File: src/design/wimp_pkg.sv
// shared constants, types and helpers of the wire image max pool downsampler
`default_nettype none

package wimp_pkg;

  // line buffer depth and derived address width
  localparam int unsigned MAX_OUT_BINS = 1024;
  localparam int unsigned BIN_W        = (MAX_OUT_BINS > 1) ? $clog2(MAX_OUT_BINS) : 1;

  // field widths
  localparam int unsigned SCALE_W   = 7;
  localparam int unsigned PHASE_W   = 6;
  localparam int unsigned SIZE_W    = 14;
  localparam int unsigned SAMPLE_W  = 16;
  localparam int unsigned MAG_W     = 15;
  localparam int unsigned ROW_W     = 14;
  localparam int unsigned OUT_BIN_W = 10;

  // configuration port
  localparam int unsigned CFG_IDX_W  = 2;
  localparam int unsigned CFG_DATA_W = 14;

  // reset values of the configuration registers
  localparam logic [SCALE_W-1:0] SCALE_X_RST     = 7'd10;
  localparam logic [SCALE_W-1:0] SCALE_Y_RST     = 7'd10;
  localparam logic [SIZE_W-1:0]  NUM_SAMPLES_RST = 14'd9600;
  localparam logic [SIZE_W-1:0]  NUM_WIRES_RST   = 14'd8256;

  // largest usable scale
  localparam logic [SCALE_W-1:0] SCALE_MAX = 7'd64;

  // queue between front and back
  localparam int unsigned FIFO_DEPTH = 4;
  localparam int unsigned FIFO_PTR_W = $clog2(FIFO_DEPTH);
  localparam int unsigned FIFO_CNT_W = $clog2(FIFO_DEPTH + 1);

  typedef enum logic [CFG_IDX_W-1:0] {
    CFG_SCALE_X     = 2'd0,
    CFG_SCALE_Y     = 2'd1,
    CFG_NUM_SAMPLES = 2'd2,
    CFG_NUM_WIRES   = 2'd3
  } cfg_reg_e;

  // one classified sample, handed from front to back
  typedef struct packed {
    logic [BIN_W-1:0]           bin;
    logic [ROW_W-1:0]           row;
    logic signed [SAMPLE_W-1:0] signal_sample;
    logic signed [SAMPLE_W-1:0] noise_sample;
    logic                       noise_ok;
    logic                       good;
    logic                       block_start;
    logic                       emit;
    logic                       last;
  } wimp_op_t;

  // a scale of 0 acts as 1, above 64 acts as 64
  function automatic logic [SCALE_W-1:0] clamp_scale(input logic [SCALE_W-1:0] v);
    logic [SCALE_W-1:0] r;
    if (v == '0) begin
      r = SCALE_W'(1);
    end else if (v > SCALE_MAX) begin
      r = SCALE_MAX;
    end else begin
      r = v;
    end
    return r;
  endfunction

  // a size of 0 acts as 1
  function automatic logic [SIZE_W-1:0] at_least_one(input logic [SIZE_W-1:0] v);
    return (v == '0) ? SIZE_W'(1) : v;
  endfunction

endpackage

`default_nettype wire

File: src/design/wimp_fifo.sv
// short queue of classified samples between front and back
`default_nettype none

module wimp_fifo
  import wimp_pkg::*;
(
  input  wire logic      clk_i,
  input  wire logic      rst_ni,
  input  wire logic      push_valid_i,
  input  wimp_op_t       push_data_i,
  output logic           push_ready_o,
  output logic           pop_valid_o,
  output wimp_op_t       pop_data_o,
  input  wire logic      pop_ready_i
);

  wimp_op_t              mem_q [FIFO_DEPTH];
  logic [FIFO_PTR_W-1:0] wr_ptr_q, rd_ptr_q;
  logic [FIFO_CNT_W-1:0] count_q;
  logic                  push, pop;

  assign push_ready_o = count_q != FIFO_CNT_W'(FIFO_DEPTH);
  assign pop_valid_o  = count_q != '0;
  assign pop_data_o   = mem_q[rd_ptr_q];
  assign push         = push_valid_i && push_ready_o;
  assign pop          = pop_valid_o && pop_ready_i;

  // storage
  always_ff @(posedge clk_i) begin
    if (push) begin
      mem_q[wr_ptr_q] <= push_data_i;
    end
  end

  // pointers and fill count
  always_ff @(posedge clk_i or negedge rst_ni) begin
    if (!rst_ni) begin
      wr_ptr_q <= '0;
      rd_ptr_q <= '0;
      count_q  <= '0;
    end else begin
      if (push) begin
        wr_ptr_q <= wr_ptr_q + FIFO_PTR_W'(1);
      end
      if (pop) begin
        rd_ptr_q <= rd_ptr_q + FIFO_PTR_W'(1);
      end
      if (push && !pop) begin
        count_q <= count_q + FIFO_CNT_W'(1);
      end else if (pop && !push) begin
        count_q <= count_q - FIFO_CNT_W'(1);
      end
    end
  end

endmodule

`default_nettype wire

File: config.mk
export PLATFORM = sky130hd
export DESIGN_NAME = wimp_fifo
export DESIGN_NICKNAME = d
export VERILOG_FILES = /design/src/design/wimp_pkg.sv /design/src/design/wimp_fifo.sv
export SDC_FILE = /design/constraint.sdc
export NUM_CORES = 1
export LEC_CHECK = 0
export ABC_AREA = 1
export BUFFER_PORTS_ARGS = -buffer_cell sky130_fd_sc_hd__buf_2
export CAP_MARGIN = 15
export CORE_MARGIN = 3
export CORE_UTILIZATION = 54
export CTS_CLUSTER_SIZE = 12
export DETAILED_ROUTE_END_ITERATION = 7
export PLACE_DENSITY = 0.79
export SLEW_MARGIN = 20
export SYNTH_ARGS = -nofsm -noshare
export SYNTH_HDL_FRONTEND = slang
export SYNTH_SLANG_ARGS = --single-unit
File: constraint.sdc
create_clock -name clk_i -period 4.5 [get_ports clk_i]
set_input_delay 0.9 -clock clk_i [delete_from_list [all_inputs] [get_ports clk_i]]
set_output_delay 0.9 -clock clk_i [all_outputs]
set_load 0.05 [all_outputs]
==> flow_results.xml <==
<?xml version="1.0" encoding="UTF-8"?>
<metrics>
  <group name="outcome">
    <metric name="outcome" unit="">finished clean</metric>
  </group>
  <group name="final_layout">
    <metric name="share_of_post_route_cells_with_drive_strength_above_1" unit="%">27.27</metric>
    <metric name="antenna-diode-count" unit="">0</metric>
    <metric name="layoutNonFillerInstCount" unit="">1173</metric>
    <metric name="area.growth.synth_to_final" unit="%">15.88</metric>
    <metric name="final_nets" unit="">967</metric>
    <metric name="fillCellCount" unit="">1376</metric>
    <metric name="final_util" unit="%">64.29</metric>
    <metric name="mostFrequentLayoutCells" unit="">edfxtp_1, nand2_1, inv_1, buf_2, o211ai_2</metric>
    <metric name="final_common_cell" unit="">edfxtp_1</metric>
  </group>
  <group name="timing">
    <metric name="final-setup-viol-count" unit="">0</metric>
    <metric name="finalCriticalPeriod" unit="ns">3.708</metric>
    <metric name="rsz0062_at_grt" unit="">false</metric>
    <metric name="finalSetupTns" unit="ns">0</metric>
    <metric name="fin_crit_sh" unit="%">82.40</metric>
    <metric name="hold_viol" unit="">0</metric>
    <metric name="maxSlewViolCount" unit="">0</metric>
    <metric name="timing.slew.headroom" unit="%">37.60</metric>
    <metric name="maximum_clock_skew_at_final_layout" unit="ns">0.007617</metric>
    <metric name="measured_slew_at_the_worst_slew_check_pin" unit="ns">0.9347</metric>
    <metric name="achievable-frequency" unit="MHz">269.7</metric>
  </group>
  <group name="detailed_routing">
    <metric name="post-route-drc-count" unit="">0</metric>
    <metric name="wirelength" unit="µm">19070</metric>
    <metric name="antenna_violating_nets_post_route" unit="">0</metric>
    <metric name="detailed_routing_iterations_pass_1" unit="">4</metric>
    <metric name="post_drt_wl_per_cell" unit="µm">16.26</metric>
    <metric name="vias" unit="">5984</metric>
    <metric name="drt_iter0_markers" unit="">305</metric>
    <metric name="routed_via_density" unit="">5.101</metric>
  </group>
  <group name="clock_tree">
    <metric name="cts_tree" unit="">built</metric>
    <metric name="cts.repair_timing.setup_buffer_count" unit="">0</metric>
    <metric name="numCtsBuffers" unit="">26</metric>
    <metric name="root_buffer" unit="">clkbuf_16</metric>
    <metric name="htreeDepth" unit="">1</metric>
    <metric name="cts_repair_resize_count" unit="">0</metric>
    <metric name="worst_case_clock_buffer_depth" unit="">3</metric>
    <metric name="post_cts_hold_buffer_count" unit="">0</metric>
    <metric name="clk_latency" unit="ns">0.51</metric>
    <metric name="clkSinkCount" unit="">251</metric>
    <metric name="path_clk_slew" unit="ns">0.06</metric>
  </group>
  <group name="synthesis">
    <metric name="syn-mean-instance-area" unit="µm²">13.55</metric>
    <metric name="yosysWarnings" unit="">0</metric>
    <metric name="synth.net_count" unit="">842</metric>
    <metric name="post_synth_instance_area" unit="µm²">10450</metric>
    <metric name="post_synth_inst_count" unit="">771</metric>
    <metric name="yosysSeqAreaShare" unit="%">71.81</metric>
    <metric name="synth.ff_latch_count" unit="">251</metric>
    <metric name="synth.distinct_cells" unit="">19</metric>
    <metric name="share_of_the_synthesized_area_in_the_top_cell_type" unit="%">70.13</metric>
    <metric name="synth.largest_area_cell" unit="">edfxtp_1</metric>
    <metric name="synth_top_cells_by_area" unit="">edfxtp_1, o211ai_2, nand2_1</metric>
  </group>
  <group name="global_routing">
    <metric name="grt_overflow" unit="">0</metric>
    <metric name="grt_first_pass_wirelength" unit="µm">31080</metric>
    <metric name="grt_max_degree" unit="">117</metric>
    <metric name="first_global_vias" unit="">6046</metric>
    <metric name="grt_util_all_layers" unit="%">18.13</metric>
    <metric name="grt_antenna_before_repair" unit="">2</metric>
  </group>
  <group name="critical_path">
    <metric name="ff2ff_path_depth" unit="">5</metric>
    <metric name="worst-endpoint-arrival" unit="ns">2.81</metric>
    <metric name="path_class" unit="">register to primary output</metric>
    <metric name="cp-start-kind" unit="">register</metric>
    <metric name="endpoint_kind" unit="">primary output</metric>
    <metric name="timing.critical_path.required" unit="ns">3.60</metric>
    <metric name="cp_max_fo" unit="">41</metric>
  </group>
  <group name="floorplanning">
    <metric name="placeableCoreArea" unit="µm²">18830</metric>
    <metric name="die_height" unit="µm">145.1</metric>
    <metric name="design.die.area" unit="µm²">21050</metric>
    <metric name="start_util" unit="%">55.48</metric>
    <metric name="io_pins" unit="">128</metric>
    <metric name="placementRows" unit="">50</metric>
    <metric name="fp.dieW" unit="µm">145.1</metric>
  </group>
  <group name="power">
    <metric name="fin_total_pwr" unit="W">0.009325</metric>
    <metric name="leakagePower" unit="nW">4.946</metric>
    <metric name="ir_worst_vdd" unit="µV">690.8</metric>
    <metric name="cellPowerDensity" unit="nW/µm²">770.3</metric>
  </group>
  <group name="place">
    <metric name="io_buffer_count" unit="">127</metric>
    <metric name="place_congestion" unit="">0.7290</metric>
    <metric name="detailedPlacementHpwl" unit="µm">11150</metric>
    <metric name="place_inst" unit="">1128</metric>
  </group>
  <group name="flow_run">
    <metric name="max-cap-violations" unit="">0</metric>
  </group>
  <group name="worst_hold_path">
    <metric name="hp-class" unit="">input pin to asynchronous set/reset pin</metric>
  </group>
</metrics>
-- final timing paths --
check / startpoint / to / slack [ns]
min in group clk_i: count_q[2] / count_q[2] / 0.53
max in group asynchronous: rst_ni / rd_ptr_q[1] / 4.09
min reg2reg: count_q[2] / count_q[2] / 0.53
max: rd_ptr_q[1] / pop_data_o[44] / 0.79
min: rst_ni / wr_ptr_q[0] / 0.22
max reg2reg: count_q[0] / mem_q[1][5] / 2.15
-- metrics by stage --
step	area (µm²)	worst slack [ns]	hold slack, ns
after floorplan	10450	0.2281	0.4820
after global placement	11300	1.343	0.4952
after detailed placement	11300	1.294	0.5150
after CTS	12110	0.7479	0.2086
after global routing	12110	0.5958	0.2137
final	12110	0.7921	0.2217
-- cell families after synthesis --
| kind of cell | share of synthesized area [%] |
|---|---|
| flops | 71.81 |
| simple gates | 7.725 |
| buf+inv | 7.473 |
| compound gates | 12.12 |
| fa+ha+maj | 0.7904 |
| xor+xnor | 0.08385 |
-- where the power goes --
group / internal, W / switching, W / leakage (nW)
Sequential: 0.00308 / 0.000198 / 2.32
Combinational: 0.000937 / 0.00308 / 2.24
Clock: 0.00123 / 0.000804 / 0.390
Total: 0.00525 / 0.00408 / 4.95
-- per-layer routing --
| layer | vias up | track usage [%] | wire (µm) |
|---|---|---|---|
| met2 | 176 | 30.68 | 9222 |
| met3 | 30 | 4.091 | 1401 |
| li1 | 2922 | - | - |
| met4 | 4 | 4.226 | 320 |
| met1 | 2852 | 24.24 | 8107 |
| met5 | - | 0 | 21 |
-- worst max-delay path, stage by stage, from the launching register on --
cell,delay [ns]
dfrtp_4,0.69
inv_2,0.77
buf_4,0.35
o211ai_2,0.12
nand2_1,0.10
buf_2,0.27
-- layout make-up --
| cell class | instances | area (µm²) | area share [%] |
|---|---|---|---|
| clock buffers | 39 | 730.7 | 6.036 |
| clock inverters | 6 | 76.32 | 0.6304 |
| inverters | 138 | 525.5 | 4.341 |
| multi-input cells | 342 | 2195 | 18.13 |
| flip-flops and latches | 251 | 7506 | 62.00 |
| well taps | 260 | 325.3 | 2.687 |
| repair buffers | 137 | 748.2 | 6.180 |
-- Yosys cell counts --
library cell	count
nor2_1	4
edfxtp_1	244
buf_6	12
inv_1	130
clkinv_1	1
buf_2	12
fa_1	1
ha_1	5
clkbuf_1	14
nand3_1	7
xnor2_1	1
o211ai_1	53
inv_2	7
nand2_1	200
nand4_1	1
dfrtp_1	7
o211ai_2	69
buf_4	2
o21ai_1	1
-- sequential cells by signal, indices dropped and copies added, names as in the netlist --
signal    cells
rd_ptr_q      2
count_q       3
wr_ptr_q      2
mem_q       244
(Power assumes the default switching activity.)
