<file path="config.mk">
export PLATFORM = sky130hd
export DESIGN_NAME = wimp_front_flat
export DESIGN_NICKNAME = d
export VERILOG_FILES = /design/src/design/wimp_pkg.sv /design/src/design/wimp_if.sv /design/src/design/wimp_front.sv /design/src/flat_wrapper.sv
export SDC_FILE = /design/constraint.sdc
export NUM_CORES = 1
export LEC_CHECK = 0
export BUFFER_PORTS_ARGS = -buffer_cell sky130_fd_sc_hd__buf_2
export CORE_UTILIZATION = 31
export DETAILED_ROUTE_END_ITERATION = 8
export PLACE_DENSITY = 0.5
export SYNTH_ARGS = -nofsm -noshare
export SYNTH_HDL_FRONTEND = slang
export SYNTH_SLANG_ARGS = --single-unit
</file>
<file path="constraint.sdc">
create_clock -name clk_i -period 6.1 [get_ports clk_i]
set_clock_uncertainty 0.1 [all_clocks]
set_input_delay 0.305 -clock clk_i [delete_from_list [all_inputs] [get_ports clk_i]]
set_output_delay 0.305 -clock clk_i [all_outputs]
set_load 0.005 [all_outputs]
</file>
<file path="src/design/wimp_pkg.sv">
// shared constants, types and helpers of the wire image max pool downsampler
`default_nettype none

package wimp_pkg;

  // line buffer depth and derived address width
  localparam int unsigned MAX_OUT_BINS = 1024;
  localparam int unsigned BIN_W        = (MAX_OUT_BINS > 1) ? $clog2(MAX_OUT_BINS) : 1;

  // field widths
  localparam int unsigned SCALE_W   = 7;
  localparam int unsigned PHASE_W   = 6;
  localparam int unsigned SIZE_W    = 14;
  localparam int unsigned SAMPLE_W  = 16;
  localparam int unsigned MAG_W     = 15;
  localparam int unsigned ROW_W     = 14;
  localparam int unsigned OUT_BIN_W = 10;

  // configuration port
  localparam int unsigned CFG_IDX_W  = 2;
  localparam int unsigned CFG_DATA_W = 14;

  // reset values of the configuration registers
  localparam logic [SCALE_W-1:0] SCALE_X_RST     = 7'd10;
  localparam logic [SCALE_W-1:0] SCALE_Y_RST     = 7'd10;
  localparam logic [SIZE_W-1:0]  NUM_SAMPLES_RST = 14'd9600;
  localparam logic [SIZE_W-1:0]  NUM_WIRES_RST   = 14'd8256;

  // largest usable scale
  localparam logic [SCALE_W-1:0] SCALE_MAX = 7'd64;

  // queue between front and back
  localparam int unsigned FIFO_DEPTH = 4;
  localparam int unsigned FIFO_PTR_W = $clog2(FIFO_DEPTH);
  localparam int unsigned FIFO_CNT_W = $clog2(FIFO_DEPTH + 1);

  typedef enum logic [CFG_IDX_W-1:0] {
    CFG_SCALE_X     = 2'd0,
    CFG_SCALE_Y     = 2'd1,
    CFG_NUM_SAMPLES = 2'd2,
    CFG_NUM_WIRES   = 2'd3
  } cfg_reg_e;

  // one classified sample, handed from front to back
  typedef struct packed {
    logic [BIN_W-1:0]           bin;
    logic [ROW_W-1:0]           row;
    logic signed [SAMPLE_W-1:0] signal_sample;
    logic signed [SAMPLE_W-1:0] noise_sample;
    logic                       noise_ok;
    logic                       good;
    logic                       block_start;
    logic                       emit;
    logic                       last;
  } wimp_op_t;

  // a scale of 0 acts as 1, above 64 acts as 64
  function automatic logic [SCALE_W-1:0] clamp_scale(input logic [SCALE_W-1:0] v);
    logic [SCALE_W-1:0] r;
    if (v == '0) begin
      r = SCALE_W'(1);
    end else if (v > SCALE_MAX) begin
      r = SCALE_MAX;
    end else begin
      r = v;
    end
    return r;
  endfunction

  // a size of 0 acts as 1
  function automatic logic [SIZE_W-1:0] at_least_one(input logic [SIZE_W-1:0] v);
    return (v == '0) ? SIZE_W'(1) : v;
  endfunction

endpackage

`default_nettype wire

</file>
<file path="src/design/wimp_if.sv">
// channel interfaces: sample input, result output and configuration writes
`default_nettype none

interface wimp_in_if;
  import wimp_pkg::*;
  logic                       valid;
  logic                       ready;
  logic signed [SAMPLE_W-1:0] signal_sample;
  logic signed [SAMPLE_W-1:0] noise_sample;
  logic                       noise_present;
  logic                       channel_good;

  modport source (output valid, signal_sample, noise_sample, noise_present, channel_good,
                  input ready);
  modport sink   (input valid, signal_sample, noise_sample, noise_present, channel_good,
                  output ready);
endinterface


interface wimp_cfg_if;
  import wimp_pkg::*;
  logic                  valid;
  logic                  ready;
  logic [CFG_IDX_W-1:0]  index;
  logic [CFG_DATA_W-1:0] data;

  modport source (output valid, index, data, input ready);
  modport sink   (input valid, index, data, output ready);
endinterface

`default_nettype wire

</file>
<file path="src/design/wimp_front.sv">
// front end: configuration registers, image position counters and sample classification
`default_nettype none

module wimp_front
  import wimp_pkg::*;
(
  input  wire logic  clk_i,
  input  wire logic  rst_ni,
  wimp_in_if.sink    in_i,
  wimp_cfg_if.sink   cfg_i,
  output wimp_op_t   op_o,
  output logic       op_valid_o,
  input  wire logic  op_ready_i
);

  logic [SCALE_W-1:0] scale_x_q, scale_y_q;
  logic [SIZE_W-1:0]  num_samples_q, num_wires_q;
  logic [SIZE_W-1:0]  tick_q, wire_q, bin_idx_q, bin_base_q, row_idx_q, row_base_q;
  logic [PHASE_W-1:0] bin_phase_q, row_phase_q;

  logic [SCALE_W-1:0] sx, sy;
  logic [SIZE_W-1:0]  ns, nw;
  logic [SIZE_W+1:0]  bin_end, row_end;
  logic               bin_full, bin_in_range, bin_last, row_full, row_last;
  logic               bin_phase_end, row_phase_end, tick_end, wire_end;
  logic               active, accept, cfg_we;

  // effective geometry
  assign sx = clamp_scale(scale_x_q);
  assign sy = clamp_scale(scale_y_q);
  assign ns = at_least_one(num_samples_q);
  assign nw = at_least_one(num_wires_q);

  // a bin or row counts only if it is complete
  assign bin_end      = {2'b00, bin_base_q} + (SIZE_W+2)'(sx);
  assign row_end      = {2'b00, row_base_q} + (SIZE_W+2)'(sy);
  assign bin_full     = bin_end <= (SIZE_W+2)'(ns);
  assign row_full     = row_end <= (SIZE_W+2)'(nw);
  assign bin_in_range = bin_full && (bin_idx_q < SIZE_W'(MAX_OUT_BINS));
  assign bin_last     = (bin_end + (SIZE_W+2)'(sx) > (SIZE_W+2)'(ns)) ||
                        (bin_idx_q == SIZE_W'(MAX_OUT_BINS - 1));
  assign row_last     = row_end + (SIZE_W+2)'(sy) > (SIZE_W+2)'(nw);

  // end-of-period flags
  assign bin_phase_end = {1'b0, bin_phase_q} == (sx - SCALE_W'(1));
  assign row_phase_end = {1'b0, row_phase_q} == (sy - SCALE_W'(1));
  assign tick_end      = tick_q == (ns - SIZE_W'(1));
  assign wire_end      = wire_q == (nw - SIZE_W'(1));

  // classification of the current sample
  assign active = bin_in_range && row_full;

  always_comb begin
    op_o.bin           = BIN_W'(bin_idx_q);
    op_o.row           = row_idx_q;
    op_o.signal_sample = in_i.signal_sample;
    op_o.noise_sample  = in_i.noise_sample;
    op_o.noise_ok      = in_i.noise_present;
    op_o.good          = in_i.channel_good;
    op_o.block_start   = (row_phase_q == '0) && (bin_phase_q == '0);
    op_o.emit          = row_phase_end && bin_phase_end;
    op_o.last          = row_last && bin_last;
  end

  // samples outside full groups are taken and dropped here
  assign op_valid_o  = in_i.valid && active;
  assign in_i.ready  = op_ready_i;
  assign accept      = in_i.valid && op_ready_i;
  assign cfg_i.ready = 1'b1;
  assign cfg_we      = cfg_i.valid;

  // registers and position counters
  always_ff @(posedge clk_i or negedge rst_ni) begin
    if (!rst_ni) begin
      scale_x_q     <= SCALE_X_RST;
      scale_y_q     <= SCALE_Y_RST;
      num_samples_q <= NUM_SAMPLES_RST;
      num_wires_q   <= NUM_WIRES_RST;
      tick_q        <= '0;
      wire_q        <= '0;
      bin_idx_q     <= '0;
      bin_base_q    <= '0;
      row_idx_q     <= '0;
      row_base_q    <= '0;
      bin_phase_q   <= '0;
      row_phase_q   <= '0;
    end else if (cfg_we) begin
      case (cfg_reg_e'(cfg_i.index))
        CFG_SCALE_X:     scale_x_q     <= cfg_i.data[SCALE_W-1:0];
        CFG_SCALE_Y:     scale_y_q     <= cfg_i.data[SCALE_W-1:0];
        CFG_NUM_SAMPLES: num_samples_q <= cfg_i.data[SIZE_W-1:0];
        CFG_NUM_WIRES:   num_wires_q   <= cfg_i.data[SIZE_W-1:0];
        default:         scale_x_q     <= scale_x_q;
      endcase
      tick_q      <= '0;
      wire_q      <= '0;
      bin_idx_q   <= '0;
      bin_base_q  <= '0;
      row_idx_q   <= '0;
      row_base_q  <= '0;
      bin_phase_q <= '0;
      row_phase_q <= '0;
    end else if (accept) begin
      if (tick_end) begin
        tick_q      <= '0;
        bin_idx_q   <= '0;
        bin_base_q  <= '0;
        bin_phase_q <= '0;
        if (wire_end) begin
          wire_q      <= '0;
          row_idx_q   <= '0;
          row_base_q  <= '0;
          row_phase_q <= '0;
        end else begin
          wire_q <= wire_q + SIZE_W'(1);
          if (row_phase_end) begin
            row_phase_q <= '0;
            row_idx_q   <= row_idx_q + SIZE_W'(1);
            row_base_q  <= wire_q + SIZE_W'(1);
          end else begin
            row_phase_q <= row_phase_q + PHASE_W'(1);
          end
        end
      end else begin
        tick_q <= tick_q + SIZE_W'(1);
        if (bin_phase_end) begin
          bin_phase_q <= '0;
          bin_idx_q   <= bin_idx_q + SIZE_W'(1);
          bin_base_q  <= tick_q + SIZE_W'(1);
        end else begin
          bin_phase_q <= bin_phase_q + PHASE_W'(1);
        end
      end
    end
  end

endmodule

`default_nettype wire

</file>
<file path="src/flat_wrapper.sv">
// flat-port wrapper written by rule: the top's interface ports become plain ports
module wimp_front_flat import wimp_pkg::*;
  (clk_i, rst_ni, op_o, op_valid_o, op_ready_i, in_i_valid, in_i_signal_sample, in_i_noise_sample, in_i_noise_present, in_i_channel_good, in_i_ready, cfg_i_valid, cfg_i_index, cfg_i_data, cfg_i_ready);
  wimp_in_if in_i_i ();
  wimp_cfg_if cfg_i_i ();
  input  wire logic clk_i;
  input  wire logic rst_ni;
  output wimp_op_t op_o;
  output logic op_valid_o;
  input  wire logic op_ready_i;
  input wire logic [$bits(in_i_i.valid)-1:0] in_i_valid;
  input wire logic [$bits(in_i_i.signal_sample)-1:0] in_i_signal_sample;
  input wire logic [$bits(in_i_i.noise_sample)-1:0] in_i_noise_sample;
  input wire logic [$bits(in_i_i.noise_present)-1:0] in_i_noise_present;
  input wire logic [$bits(in_i_i.channel_good)-1:0] in_i_channel_good;
  output wire logic [$bits(in_i_i.ready)-1:0] in_i_ready;
  input wire logic [$bits(cfg_i_i.valid)-1:0] cfg_i_valid;
  input wire logic [$bits(cfg_i_i.index)-1:0] cfg_i_index;
  input wire logic [$bits(cfg_i_i.data)-1:0] cfg_i_data;
  output wire logic [$bits(cfg_i_i.ready)-1:0] cfg_i_ready;
  assign in_i_i.valid = in_i_valid;
  assign in_i_i.signal_sample = in_i_signal_sample;
  assign in_i_i.noise_sample = in_i_noise_sample;
  assign in_i_i.noise_present = in_i_noise_present;
  assign in_i_i.channel_good = in_i_channel_good;
  assign in_i_ready = in_i_i.ready;
  assign cfg_i_i.valid = cfg_i_valid;
  assign cfg_i_i.index = cfg_i_index;
  assign cfg_i_i.data = cfg_i_data;
  assign cfg_i_ready = cfg_i_i.ready;
  wimp_front u_core (.clk_i(clk_i), .rst_ni(rst_ni), .in_i(in_i_i), .cfg_i(cfg_i_i), .op_o(op_o), .op_valid_o(op_valid_o), .op_ready_i(op_ready_i));
endmodule
</file>
==> results <==
- The endpoint type of the worst setup path is an output port.
- The tool flagged a number of max-cap violations equal to 0.
- After layout, the worst path uses 94.7% of the clock period.
- The final-stage net count is 1,453.
- The number of buffers added by the clock tree synthesis step is 17.
- The cell type with the highest aggregate area in the netlist is dfrtp_1.
- In this run, synthesis inferred 0 flip-flops with an integrated enable.
- The worst-path maximum fanout is 5.
- The share of synthesized flip-flops with an asynchronous set or reset is 100%.
- The flow ran to the end, and the final reports show no timing, DRC or antenna violations.
- The number of antenna diodes is 0.
- At the end of routability-driven placement, the weighted congestion stood at 0.840.
- Setup slack on the critical path of the routed design comes to 326 ps.
- On the critical path, the stage with the largest delay is an instance of fa_2.
- Summed over all nets, the half-perimeter wirelength after detailed placement is 23.2 mm.
- The floorplan step defined a die boundary enclosing 37,500 µm².
- During synthesis, Yosys emitted a total of 0 warnings.
- Dividing the detail-routed wire length by the instance count gives 17.3 µm.
- Wires add up to 30.7 mm.
- The average instance in the mapped netlist occupies 8.68 µm².
- The post-route DRC violation count is 0.
- Walking the worst path, the cells encountered are nor4_4, a21oi_2, nor2_2, ha_2, fa_2, ha_4, a21o_1, a21oi_2, o21ai_2, a21oi_2, o21bai_1, a21o_1, nand3_2, or3b_4, xnor2_1, ha_1, nor2b_1, o21ai_1, nand2b_1, a221oi_2, o21ai_1, o31a_1, o32a_1, buf_6.
- In the routed layout, each cell is associated on average with a via count of 5.15.
- The post-layout minimum cycle time is 5770 ps.
- The area of all placed cells without fillers is 12,500 µm².
- The worst slack at placement is 400 ps.
- The worst voltage drop across the vdd grid is 0.000194 V.
- The largest single stage delay on the critical path is 480 ps.
- The die boundary width is 194 µm.
- TritonCTS built the clock tree.
- In this design, the largest share of critical-path delay is due to compound AO/OA/AOI/OAI gates.
- The buffer levels on the longest clock path is 2.
- The number of global-route vias before repair came to 8,871.
- The residual overflow from global routing is 0.
- For this configuration, the core starts out at a cell density of 31.8%.
- The die span in y is 194 µm.
- The post-synthesis sequential element count is 138.
- The overall global routing resource usage is 16.7%.
- The worst setup path is launched from a flip-flop.
- The slew at the pin closest to its max-slew limit is 1070 ps.
- The cell with the most instances on the worst path is a21oi_2.
- Summed over all cells, the static leakage comes to 0.00562 µW.
- The count of nets left with antenna violations once routing finished came out at 0.
- The clock latency reported for the late side of the worst-skew pair is 430 ps.
- STA puts the critical path data arrival time at 5370 ps.
- The detailed router placed 9,128 vias in this run.
- In this run the standard cell core region covers 35,800 µm².
- The critical path data required time is 5690 ps.
- Yosys mapped the design onto 79 distinct sky130hd cell types.
- Setup violations remaining at the end of the flow were counted as 0.
- The wire length of the first global-routing pass is 49.6 mm.
- The clock net in this run drives a total of 138 sinks.
- The multi-input combinational cell area is 7170 µm².
- 119 I/O pins were placed.
- The number of cell rows is 69.
- The iteration count of the initial detailed-routing pass is 5.
- The number of nets handed over by synthesis was 1,465.
- The number of fill cells in the layout is 3,665.
- Static timing analysis puts the maximum clock frequency at 173 MHz.
- In this run the worst hold path is classified as in -> reg.
- The share of cells above drive strength 1 is 15.8%.
- The cell chosen for the clock root is clkbuf_16.
- The H-tree was split into 4 levels.
- The sequential element share of the synthesized area is 30.5%.
- The areal power density over the cells is 263 nW/µm².
- Compared with the post-synthesis result, the final layout area differs by 10.0%.
- Counting both buffers and inverters, the worst setup path holds a total of 1.
- The prevailing post-synth register cell is dfrtp_1.
- After detailed placement, the total cell area comes to 11,700 µm².
- After technology mapping, the gate count stands at 1,310.
- The class of the most critical setup path is reg -> out.
- The max-slew violation count is 0.
- The worst pin sits at a relative slew slack of 27.9%.
- Ranked by total cell area, the synthesized netlist is headed by dfrtp_1, ha_1, xnor2_1, mux2_2, nand2_1.
- Input and output buffers added on the ports amount to 49.
- Summing all flip-flop and latch instances after layout gives 3470 µm².
- In this run, the number of DRC markers left after iteration 0 of detailed routing was 607.
- The top cell type by area accounts for 28.2% of the synthesized area.
- Clock-pin slew was measured on the worst setup and hold paths at 70 ps.
- The initial antenna violation count is 0.
- The final number of hold-violating endpoints was 0.
- The synthesized netlist occupies a cell area of 11,400 µm².
- The pin count of the biggest net entering global routing is 98.
==> registers in the layout, indices dropped and copies added (netlist names) <==
name / cells
u_core.scale_x_q: 7
u_core.row_base_q: 14
u_core.bin_phase_q: 6
u_core.tick_q: 14
u_core.wire_q: 14
u_core.num_samples_q: 14
u_core.scale_y_q: 7
u_core.bin_idx_q: 14
u_core.num_wires_q: 14
u_core.row_phase_q: 6
u_core.bin_base_q: 14
u_core.row_idx_q: 14
==> power by group <==
group / internal (µW) / switching (µW)
registers: 999 / 138
logic: 502 / 612
clock network: 590 / 453
total: 2090 / 1200
==> routing by layer <==
layer / GRT usage, % / wire, µm
met1: 24.1 / 15500
met2: 25.7 / 13500
met3: 2.62 / 1270
met4: 4.44 / 415
met5: 0 / 0
==> worst paths after layout <==
check	start	endpoint	slack [ps]	cells after the start
setup / recovery	u_core.scale_x_q[2]	op_o[0]	330	24
hold / removal	cfg_i_data[12]	u_core.num_wires_q[12]	30	2
setup reg to reg	u_core.num_samples_q[6]	u_core.bin_idx_q[7]	1310	14
hold reg to reg	u_core.bin_base_q[6]	u_core.bin_base_q[6]	390	2
max in group asynchronous	rst_ni	u_core.tick_q[11]	4250	3
min in group asynchronous	rst_ni	u_core.row_phase_q[2]	470	2
==> synth_stat cells, types with 17 or more instances <==
library cell and instances:
buf_4 46, clkbuf_1 46, ha_1 96, dfrtp_1 128, o21ai_0 85, and3_1 26
nor2_1 77, a21o_1 25, xor2_1 51, inv_1 78, nor3_1 22, o31ai_1 38
nor2b_1 23, mux2_2 48, nand2_1 120, xnor2_1 75, nand3_1 50, nand4_1 17
nand2b_1 23, a21oi_1 51
==> stage by stage <==
| step | std cells | total power [µW] | TNS (ps) | hold WS, ps | utilization, % |
|---|---|---|---|---|---|
| final | 1772 | 3290 | 0 | 26.9 | 34.9 |
| after global routing | 1772 | 3520 | -3.87 | 16.0 | 34.9 |
| after CTS | 1766 | 3290 | 0 | 3.90 | 34.5 |
| after detailed placement | 1731 | 2210 | 0 | 386 | 32.8 |
| after global placement | 1731 | 2210 | 0 | 376 | 32.8 |
| after floorplan | 1310 | 1930 | 0 | -90.6 | - |
==> area by class of cell <==
class,instances,area share (%)
clock buffers,21,3.68
clock inverters,11,0.910
well taps,461,4.61
inverters,79,2.37
flip-flops and latches,138,27.7
repair buffers,72,3.48
multi-input cells,990,57.2
==> kinds of logic (layout without fill, tap and decap cells) <==
kind of cell,Yosys count,after routing,share of synthesized area (%)
mux,51,51,5.02
simple gates,440,440,20.2
fa+ha+maj,100,100,11.3
other cells,1,1,0.0330
flops,138,138,30.5
xor+xnor,127,127,9.91
buf+inv,182,183,7.67
compound gates,271,271,15.4
==> placed cells by master (no fill, tap or decap), types with 21 or more instances in the layout <==
cell | Yosys | routed
dfrtp_1 | 128 | 125
nand2_1 | 120 | 120
ha_1 | 96 | 94
inv_1 | 78 | 77
o21ai_0 | 85 | 76
nor2_1 | 77 | 75
xnor2_1 | 75 | 74
xor2_1 | 51 | 51
nand3_1 | 50 | 48
mux2_2 | 48 | 48
buf_2 | 7 | 47
a21oi_1 | 51 | 45
o31ai_1 | 38 | 38
and3_1 | 26 | 26
a21o_1 | 25 | 25
nor2b_1 | 23 | 23
nand2b_1 | 23 | 23
nor3_1 | 22 | 22
buf_4 | 46 | 21
==> timing repair <==
item | in CTS | in global routing
hold endpoints to repair | 88 | 0
gates resized for setup | 2 | 37
endpoints found under the setup margin | 1 | 1
pin swaps | 0 | 20
buffers inserted | 1 | 6
hold buffers | 2 | 0
Power figures use the tool's default switching activity.
